File: src/hdl/pfr_pkg.sv
`default_nettype none
package pfr_pkg;

	localparam int TAPS       = 32;
	localparam int PHASES     = 64;
	localparam int MAX_OUT    = 6;
	localparam int TAP_W      = 5;
	localparam int ROW_W      = 7;
	localparam int PHASE_W    = 6;
	localparam int WEIGHT_W   = 8;
	localparam int QUO_W      = PHASE_W + WEIGHT_W;
	localparam int COEF_DEPTH = (PHASES + 1) * TAPS;
	localparam int ADDR_W     = ROW_W + TAP_W;
	localparam int RATE_W     = 16;
	localparam int ACC_W      = 17;
	localparam int SUM_W      = 37;
	localparam int BLEND_W    = SUM_W + WEIGHT_W + 2;
	localparam int CNT_W      = 5;
	localparam int N_W        = 3;
	localparam int SHIFT      = 23;
	localparam int ROUND_BIAS = 1 << 22;
	localparam int BLEND_ONE  = 256;
	localparam int SAT_HI     = 32767;
	localparam int SAT_LO     = -32768;
	localparam int RATE_RESET = 48000;

	localparam logic OP_SAMPLE = 1'b0;
	localparam logic OP_COEF   = 1'b1;

	localparam logic REG_IN_RATE  = 1'b0;
	localparam logic REG_OUT_RATE = 1'b1;

	typedef enum logic [3:0] {
		ST_IDLE,
		ST_CHECK,
		ST_DIV,
		ST_MAC,
		ST_DRAIN,
		ST_BLEND,
		ST_ROUND,
		ST_EMIT,
		ST_FINAL
	} state_t;

	typedef struct packed {
		logic             audio_wr;
		logic             coef_wr;
		logic             div_start;
		logic             div_step;
		logic             mac_issue;
		logic [TAP_W-1:0] tap;
		logic             blend;
		logic             round;
		logic             emit;
		logic             last;
		logic             finish;
	} cmd_t;

	typedef struct packed {
		logic acc_lt_rate;
		logic mac_busy;
		logic out_free;
	} sts_t;

endpackage
`default_nettype wire

File: src/hdl/pfr_ctrl.sv
`default_nettype none
module pfr_ctrl (
	input  wire logic          clk,
	input  wire logic          arst_n,
	input  wire logic          in_valid,
	output logic               in_stall,
	input  wire logic          opcode,
	input  wire pfr_pkg::sts_t sts,
	output pfr_pkg::cmd_t      cmd
);

	localparam int N_W   = pfr_pkg::N_W;
	localparam int CNT_W = pfr_pkg::CNT_W;

	pfr_pkg::state_t                state_q, state_d;
	logic [pfr_pkg::CNT_W-1:0]      cnt_q, cnt_d;
	logic [pfr_pkg::N_W-1:0]        n_q, n_d;
	logic                           accept;
	logic                           more;

	always_ff @(posedge clk or negedge arst_n) begin
		if (!arst_n) begin
			state_q <= pfr_pkg::ST_IDLE;
			cnt_q   <= '0;
			n_q     <= '0;
		end else begin
			state_q <= state_d;
			cnt_q   <= cnt_d;
			n_q     <= n_d;
		end
	end

	assign in_stall = (state_q != pfr_pkg::ST_IDLE);
	assign accept   = in_valid && !in_stall;
	assign more     = sts.acc_lt_rate &&
		(N_W'(n_q + N_W'(1)) < N_W'(pfr_pkg::MAX_OUT));

	always_comb begin
		state_d = state_q;
		cnt_d   = cnt_q;
		n_d     = n_q;
		cmd     = '0;
		cmd.tap = cnt_q;
		unique case (state_q)
			pfr_pkg::ST_IDLE: begin
				if (accept) begin
					if (opcode == pfr_pkg::OP_COEF) begin
						cmd.coef_wr = 1'b1;
					end else begin
						cmd.audio_wr = 1'b1;
						n_d          = '0;
						state_d      = pfr_pkg::ST_CHECK;
					end
				end
			end
			pfr_pkg::ST_CHECK: begin
				if (sts.acc_lt_rate && (n_q < N_W'(pfr_pkg::MAX_OUT))) begin
					cmd.div_start = 1'b1;
					cnt_d         = '0;
					state_d       = pfr_pkg::ST_DIV;
				end else begin
					state_d = pfr_pkg::ST_FINAL;
				end
			end
			pfr_pkg::ST_DIV: begin
				cmd.div_step = 1'b1;
				if (cnt_q == CNT_W'(pfr_pkg::QUO_W - 1)) begin
					cnt_d   = '0;
					state_d = pfr_pkg::ST_MAC;
				end else begin
					cnt_d = CNT_W'(cnt_q + CNT_W'(1));
				end
			end
			pfr_pkg::ST_MAC: begin
				cmd.mac_issue = 1'b1;
				if (cnt_q == CNT_W'(pfr_pkg::TAPS - 1)) begin
					cnt_d   = '0;
					state_d = pfr_pkg::ST_DRAIN;
				end else begin
					cnt_d = CNT_W'(cnt_q + CNT_W'(1));
				end
			end
			pfr_pkg::ST_DRAIN: begin
				if (!sts.mac_busy) begin
					state_d = pfr_pkg::ST_BLEND;
				end
			end
			pfr_pkg::ST_BLEND: begin
				cmd.blend = 1'b1;
				state_d   = pfr_pkg::ST_ROUND;
			end
			pfr_pkg::ST_ROUND: begin
				cmd.round = 1'b1;
				state_d   = pfr_pkg::ST_EMIT;
			end
			pfr_pkg::ST_EMIT: begin
				cmd.last = !more;
				if (sts.out_free) begin
					cmd.emit = 1'b1;
					n_d      = N_W'(n_q + N_W'(1));
					state_d  = more ? pfr_pkg::ST_CHECK : pfr_pkg::ST_FINAL;
				end
			end
			pfr_pkg::ST_FINAL: begin
				cmd.finish = 1'b1;
				state_d    = pfr_pkg::ST_IDLE;
			end
			default: begin
				state_d = pfr_pkg::ST_IDLE;
			end
		endcase
	end

endmodule
`default_nettype wire

File: config.mk
export PLATFORM = sky130hd
export DESIGN_NAME = pfr_ctrl
export DESIGN_NICKNAME = d
export VERILOG_FILES = /design/src/hdl/pfr_pkg.sv /design/src/hdl/pfr_ctrl.sv
export SDC_FILE = /design/constraint.sdc
export NUM_CORES = 1
export LEC_CHECK = 0
export BUFFER_PORTS_ARGS = -buffer_cell sky130_fd_sc_hd__clkbuf_2
export CORE_ASPECT_RATIO = 0.75
export CORE_MARGIN = 4
export CORE_UTILIZATION = 30
export DETAILED_ROUTE_END_ITERATION = 6
export SLEW_MARGIN = 20
export SYNTH_ARGS = -nofsm -noshare
export SYNTH_HDL_FRONTEND = slang
export SYNTH_SLANG_ARGS = --single-unit
File: constraint.sdc
create_clock -name clk -period 3.5 [get_ports clk]
set_input_delay 0.175 -clock clk [delete_from_list [all_inputs] [get_ports clk]]
set_output_delay 0.175 -clock clk [all_outputs]
set_load 0.02 [all_outputs]
# Word level (Yosys, flattened, before mapping)

Cells that the tools add are included.

Bits in registers: 12
Memory bits (writable): 0
Output and inout bits: 16
Bits in read-only memories: 0
Bits of input ports: 7
Logic and storage cells: 66
Latch bits: 0
Memories kept: 0

Div/mod/pow operators: 0
Add/sub/neg operators: 2
$lt $le $gt $ge: 2
Multipliers: 0
Bitwise operators: 0
Shifts and indexed selects: 0
Mux-type cells: 30
Reductions and logical operators: 12
Eq/ne operators: 17

Operators with widths:

| cell                                                            | count |
|---|---|
| 4-bit two-way mux                                               | 8 |
| 4-bit case mux with 8 select lines                              | 1 |
| 4-bit by 3-bit == test with 1-bit output, second input constant | 4 |
| 5-bit two-way mux                                               | 3 |
| 5-bit case mux with 3 select lines                              | 1 |
| 2-bit != test, second input constant                            | 7 |
| 1-bit two-way mux                                               | 10 |
| 3-bit two-way mux                                               | 3 |
| 4-bit by 2-bit == test with 1-bit output, second input constant | 2 |
| 3-bit < comparator, second input constant                       | 2 |
| 2-bit two-way mux                                               | 3 |
| 3-bit case mux with 2 select lines                              | 1 |
| 6-bit AND reduction                                             | 1 |
| 5-bit by 1-bit adder with 5-bit output, second input constant   | 1 |
| 5-bit by 4-bit == test with 1-bit output, second input constant | 1 |
| 5-bit == test, second input constant                            | 1 |
| 4-bit by 1-bit == test with 1-bit output, second input constant | 1 |
| 4-bit == test, second input constant                            | 1 |
| 4-bit logical NOT                                               | 1 |
| 4-bit AND reduction                                             | 1 |
| 4-bit nonzero test                                              | 1 |
| 3-bit by 1-bit adder with 3-bit output, second input constant   | 1 |
| 1-bit logical AND                                               | 3 |
| 3-bit nonzero test                                              | 1 |
| 3 further kinds                                                 | 4 |

# Depth between registers and ports, before layout

Gate-level depths: netlist of the first run.

Word-level depth: 6
Depth in mapped cells: 7

# Least setup slack after synthesis of the first run

OpenSTA, ideal clock, no wires.

Kind: reg-to-reg
From: register cnt_q[0] in the netlist's numbering
To: register state_q[0]
Period minus slack after synthesis: 1.890 ns
Stages on the path, launching flop included: 8
Data arrival time: 1.780 ns
Setup time: 0.110 ns
Slack: 1.610 ns
Buffers on the path: 0
Required time: 3.390 ns
Path through: dfrtp_1 ha_1 and3_2 ha_1 nand2_1 o2111a_2 or4_1 o41ai_1

Cells in the longest elaborated chain, start to end: 3

RTL lines:

| item                                                                      | line                           | text |
|---|---|---|
| start, declared                                                           | pfr_ctrl.sv:16                 | `logic [pfr_pkg::CNT_W-1:0] cnt_q, cnt_d;` |
| start signal, assigned                                                    | pfr_ctrl.sv:28                 | `cnt_q <= cnt_d;` |
| 5-bit == test or 5-bit by 4-bit == test with 1-bit output (tied branches) | pfr_ctrl.sv:76, pfr_ctrl.sv:67 |  |
| 2-bit != test (no line)                                                   | -                              |  |
| 6-bit AND reduction (no line) *                                           | -                              |  |
| end signal, assigned                                                      | pfr_ctrl.sv:23                 | `state_q <= pfr_pkg::ST_IDLE;` |
| end signal, assigned                                                      | pfr_ctrl.sv:27                 | `state_q <= state_d;` |
| end, declared                                                             | pfr_ctrl.sv:15                 | `pfr_pkg::state_t state_q, state_d;` |

Mark *: on every way between the ends. The rest lies on a longest branch, timed or not.
A chain may end at the register's enable or synchronous reset.

# Final worst setup path of the first run

Same ends and word-level chain as after synthesis.

==> results of run 1 <==
## worst max-delay path, cell delays in order, from the launching register on
cell and delay (ns):
dfrtp_1 0.43, ha_1 0.21, and3_2 0.18, ha_1 0.15, nand2_1 0.06, o2111a_2 0.23, or4_1 0.48, o41ai_1 0.08
## final cells by class
type	instances	area [um2]	area share, %
multi-input cells	70	439.2	45.00
flip-flops and latches	12	300.3	30.77
repair buffers	23	120.1	12.31
well taps	34	42.54	4.359
inverters	10	37.54	3.846
clock buffers	4	36.28	3.718
## cell families after synthesis
logic type                 share of synthesized area, %
and+or+nand+nor                                   29.61
AOI/OAI and AO/OA                                 16.28
buffers and inverters                             8.373
DFF                                               37.21
adders and majority gates                         6.202
xor gates and xnor gates                          1.085
muxes                                             1.240
## repair_timing
| item | in CTS | in global routing |
|---|---|---|
| buffers inserted | 0 | 0 |
| setup endpoints to repair | 0 | 0 |
| hold endpoints to repair | 12 | 0 |
| hold buffers | 1 | 0 |
## flip-flops by register name, indices dropped and copies added (netlist names)
signal / cells
cnt_q: 5
n_q: 3
state_q: 4
## cells in the final DEF, fill, tap and decap left out
master         count
clkbuf_2          22
dfrtp_1           12
inv_1             10
nor2_1             8
o21ai_0            7
nor3_1             6
nand2_1            5
ha_1               4
and3_1             3
nand2b_1           3
nor4_1             3
nand3_1            3
a31oi_1            3
a21oi_1            3
clkbuf_4           3
and2_1             2
nor2b_1            2
o22ai_1            2
xnor2_1            1
and3_2             1
a21boi_1           1
and3b_1            1
nand4b_1           1
o2111a_2           1
nand3b_1           1
o31ai_1            1
and2b_1            1
nor3b_1            1
or4_1              1
o41ai_1            1
o21ai_1            1
mux2i_1            1
and2b_2            1
o2111ai_1          1
clkbuf_8           1
dlygate4sd3_1      1
## per-stage QoR
stage | power [W] | setup WS, ns | utilization [%]
2_1_floorplan | 0.0004828 | 1.610 | -
3_3_place_gp | 0.0005616 | 1.679 | 38.40
3_5_place_dp | 0.0005760 | 1.576 | 38.40
4_1_cts | 0.0006889 | 1.554 | 40.31
5_1_grt | 0.0007495 | 1.436 | 40.31
6_report | 0.0006823 | 1.552 | 40.31
## layer usage
layer / global-route usage, % / routed length (um) / vias up
met4: 4.950 / 27 / 0
met2: 21.32 / 925 / 11
met5: 0 / 0 / -
met3: 4.246 / 76 / 2
met1: 16.88 / 962 / 352
li1: - / - / 389
## report_power, final
part           leakage (nW)  switching (W)  internal, W
Sequential            0.149      0.0000781     0.000188
Clock                0.0210      0.0000461    0.0000632
Combinational         0.313       0.000181     0.000125
## worst min-delay path by stage
stage            from    endpoint  slack (ns)  cells past startpoint
3_3_place_gp   arst_n  state_q[1]        0.08                      1
5_1_grt        sts[0]  state_q[2]        0.24                      4
6_report       sts[0]  state_q[2]        0.24                      4
2_1_floorplan  arst_n    cnt_q[0]       -0.12                      0
4_1_cts        sts[0]  state_q[2]        0.23                      4
3_5_place_dp   arst_n  state_q[1]        0.08                      1
==> impl_metrics.ini, run 1 <==
[synthesis]
synth_top_area_share_pct = 37.21
synth_top_cell_by_area = dfrtp_1
avgSynthCellArea_um2 = 8.320
synth_area_leaders = dfrtp_1 (37%), ha_1 (6.2%), inv_1 (4.7%)
synth_warnings = 0
synth_edf_count = 0
seq_area_frac_synth_pct = 37.21
synth_cells = 97
synth_most_common_cell = dfrtp_1
synthesis.area_um2 = 807.0
synth_top_flop_cell = dfrtp_1
syn-num-nets = 108
synth_common_cells = dfrtp_1 (12), inv_1 (10), nor2_1 (8), o21ai_0 (7), nor3_1 (6)
ys_types = 34
synthArstFlopShare_pct = 100.0
synth-seq-cells = 12

[run]
maxCapViolCount = 0

[route]
drt_iter0_markers = 6
wirelength_um = 1991
dr.pass1.iters = 4
vias = 754
drcViolationCount = 0
ant_nets = 0
viasPerCell = 4.928
wl_per_cell_um = 13.01

[place]
port_buffers = 22
dpl-instance-area_um2 = 929.6
dp_hpwl_um = 1533
gp_congestion = 0.7761
place_inst = 148

[layout]
drive_gt1_share_pct = 24.37
instances_no_fill = 153
area_growth_pct = 20.93
finalNetCount = 131
stdcell_area_um2 = 975.9
diodes = 0
fillerInstances = 250

[setup_path]
r2r_cells = 7
cp-startpoint = cnt_q[0]
crit_fanout = 8
cp-end-kind = register
endpoint = state_q[0]
critPathLaunchType = register
crit_required_ns = 3.65
r2r-end = state_q[0]
regToRegStartpoint = cnt_q[0]
arrival_ns = 2.10
critical_path_class = reg -> reg
r2r_slack_ns = 1.55

[cts]
numCtsBuffers = 3
clock_path_buffers = 2
clock_sinks = 12
cts_tree = done
htreeDepth = 1
worstSkewPairLatency_ns = 0.27
cts_resized = 0
clk_pin_slew_ns = 0.08
cts_root_buf = clkbuf_4

[global_route]
grt_pass1_vias = 764
grt_usage_pct = 13.38
overflow = 0
grt_pass1_wl_um = 3505
grt_max_degree = 19
grt_antenna_before_repair = 0

[die]
rows = 15
die_width_um = 67.89
start_util_pct = 33.33
die_area_um2 = 3592
core-area_um2 = 2421
io_pins = 23
die_y_um = 52.92

[hold_path]
hp-class = in -> reg

[timing]
slew_violations = 0
max_slew_margin_pct = 64.12
setup-violations-final = 0
tightest_slew_ns = 0.5341
period_needed_ns = 1.948
hold_violations = 0
fin_hold_ws_ns = 0.2445
max_freq_mhz = 513.3
fin_setup_tns_ns = 0
fin_skew_ns = 0.009471
grt_setup_unrepaired = no
min_period_over_period_pct = 55.67

[power_and_ir_drop]
p_leak_nw = 0.4829
power.density_nw_per_um2 = 699.1
peakVddDrop_uv = 240.9

[run_status]
outcome = finished clean
Power figures use the tool's default switching activity.
==> inputs of run 2 (changes only) <==
==> constraint.sdc (replaced) <==
create_clock -name clk -period 1.85 [get_ports clk]
set_input_delay 0.0925 -clock clk [delete_from_list [all_inputs] [get_ports clk]]
set_output_delay 0.0925 -clock clk [all_outputs]
set_load 0.02 [all_outputs]
==> run 2 against run 1 <==
Register-to-register slack worse by 1.5 ns. Die area unchanged. Critical path type unchanged. Sequential share of layout area down 2.2 points. Clock-buffer cell count unchanged. Largest power group unchanged. Fmax up 8.9%. Largest cell class unchanged.
==> impl_metrics.ini, run 2 (synthesis gave the netlist of run 1 again) <==
[run_status]
outcome = finished clean

[setup_path]
arrival_ns = 1.96
slowest_delay_ns = 0.48
cp-end-kind = register
crit_required_ns = 2.02
crit_fanout = 4
r2r_cells = 7
r2r_slack_ns = 0.06
cp_top_family = simple AND/OR/NAND/NOR gates
critPathLaunchType = register
critPathBufInv = 0
cp_cell_sequence = ha_2, and3_2, ha_1, nand2_1, o2111a_2, or4_4, o41ai_2
slowest_stage = or4_4
critical_path_class = reg -> reg
regToRegStartpoint = cnt_q[1]
r2r-end = state_q[0]

[layout]
instances_no_fill = 161
fillerInstances = 241
largest_register_ffs = 5
diodes = 0
finalNetCount = 139
drive_gt1_share_pct = 33.86
area_growth_pct = 31.16
regMostFlops = cnt_q
largestRegisters = cnt_q x5, state_q x4, n_q x3
layout_common_cells = clkbuf_2 (22), inv_1 (10), dfrtp_1 (10), nor2_1 (8), buf_4 (8)
layout_commonest_cell = clkbuf_2

[power_and_ir_drop]
peakVddDrop_uv = 366.5
p_leak_nw = 0.5230
power.density_nw_per_um2 = 1311
power_w = 0.001388

[run]
maxCapViolCount = 0

[timing]
slew_violations = 0
fin_skew_ns = 0.006370
tightest_slew_ns = 0.4054
setup-violations-final = 0
period_needed_ns = 1.789
grt_setup_unrepaired = yes
fin_hold_ws_ns = 0.1557
hold_violations = 0
min_period_over_period_pct = 96.70
fin_setup_tns_ns = 0
max_slew_margin_pct = 72.97
max_freq_mhz = 559.0
setup_slack_ns = 0.06103

[global_route]
grt_pass1_vias = 776
overflow = 0
grt_pass1_wl_um = 3415
grt_usage_pct = 12.83
grt_max_degree = 14
grt_antenna_before_repair = 0

[cts]
cts_root_buf = clkbuf_4
clock_path_buffers = 2
htreeDepth = 1
clock_sinks = 12
cts_tree = done
clk_pin_slew_ns = 0.08
numCtsBuffers = 3
worstSkewPairLatency_ns = 0.27

[route]
drt_iter0_markers = 18
wl_per_cell_um = 12.88
ant_nets = 0
dr.pass1.iters = 5
vias = 797
viasPerCell = 4.950
drcViolationCount = 0
wirelength_um = 2074

[die]
rows = 15
die_width_um = 67.89
die_area_um2 = 3592
core-area_um2 = 2421
die_y_um = 52.92
io_pins = 23
start_util_pct = 33.33

[place]
port_buffers = 22
gp_congestion = 0.7269
dp_hpwl_um = 1562
dp_slack_ns = 0.08220
place_inst = 155

[hold_path]
hold_depth = 4
hp-class = in -> reg
min_to = state_q[2]
hold_start = sts[0]
==> run 2: where the power goes <==
part           total (W)  switching (W)  internal (W)
combinational   0.000697       0.000392      0.000305
sequential      0.000484       0.000125      0.000359
clock           0.000207      0.0000880      0.000119
total            0.00139       0.000605      0.000783
==> run 2: cell type report <==
| type | count | area, um2 | share of cell area [%] |
|---|---|---|---|
| Multi-Input combinational cell | 70 | 459.2 | 43.38 |
| Sequential cell | 12 | 302.8 | 28.61 |
| Timing Repair Buffer | 31 | 180.2 | 17.02 |
| Tap cell | 34 | 42.54 | 4.019 |
| Inverter | 10 | 37.54 | 3.546 |
| Clock buffer | 4 | 36.28 | 3.428 |
==> run 2: through the flow <==
| stage | util [%] | area [um2] |
|---|---|---|
| after floorplan | - | 808.3 |
| after global placement | 40.62 | 983.4 |
| after detailed placement | 40.62 | 983.4 |
| after CTS | 42.53 | 1030 |
| after global routing | 43.72 | 1059 |
| final | 43.72 | 1059 |
==> run 2: repair_timing <==
action                                 CTS  global route
resized for setup                        0             6
endpoints found under the hold margin   12             0
hold buffers                             1             0
setup buffers                            0             1
setup endpoints to repair                0             4
==> run 2: how the worst max path moves through the flow <==
stage | to | cells after the start | slack, ns | startpoint
after global placement | state_q[0] | 7 | 0.13 | cnt_q[1]
after floorplan | state_q[0] | 7 | 0.002 | cnt_q[1]
after detailed placement | state_q[0] | 7 | 0.08 | cnt_q[1]
after global routing | state_q[0] | 7 | -0.03 | cnt_q[1]
final | state_q[0] | 7 | 0.06 | cnt_q[1]
after CTS | state_q[0] | 7 | 0.05 | cnt_q[1]
==> run 2: worst reg2reg max path: stages, from the launching register on <==
cell and delay (ns):
dfrtp_1 0.39, ha_2 0.20, and3_2 0.18, ha_1 0.15, nand2_1 0.05, o2111a_2 0.18
or4_4 0.48, o41ai_2 0.07
==> run 2: metal layers <==
layer	track usage [%]	part of all wire, %	vias to the layer above
met5	0	0	-
met4	5.611	1.5	0
met3	2.760	3.5	4
met2	20.84	49	17
met1	16.30	45	371
li1	-	-	405
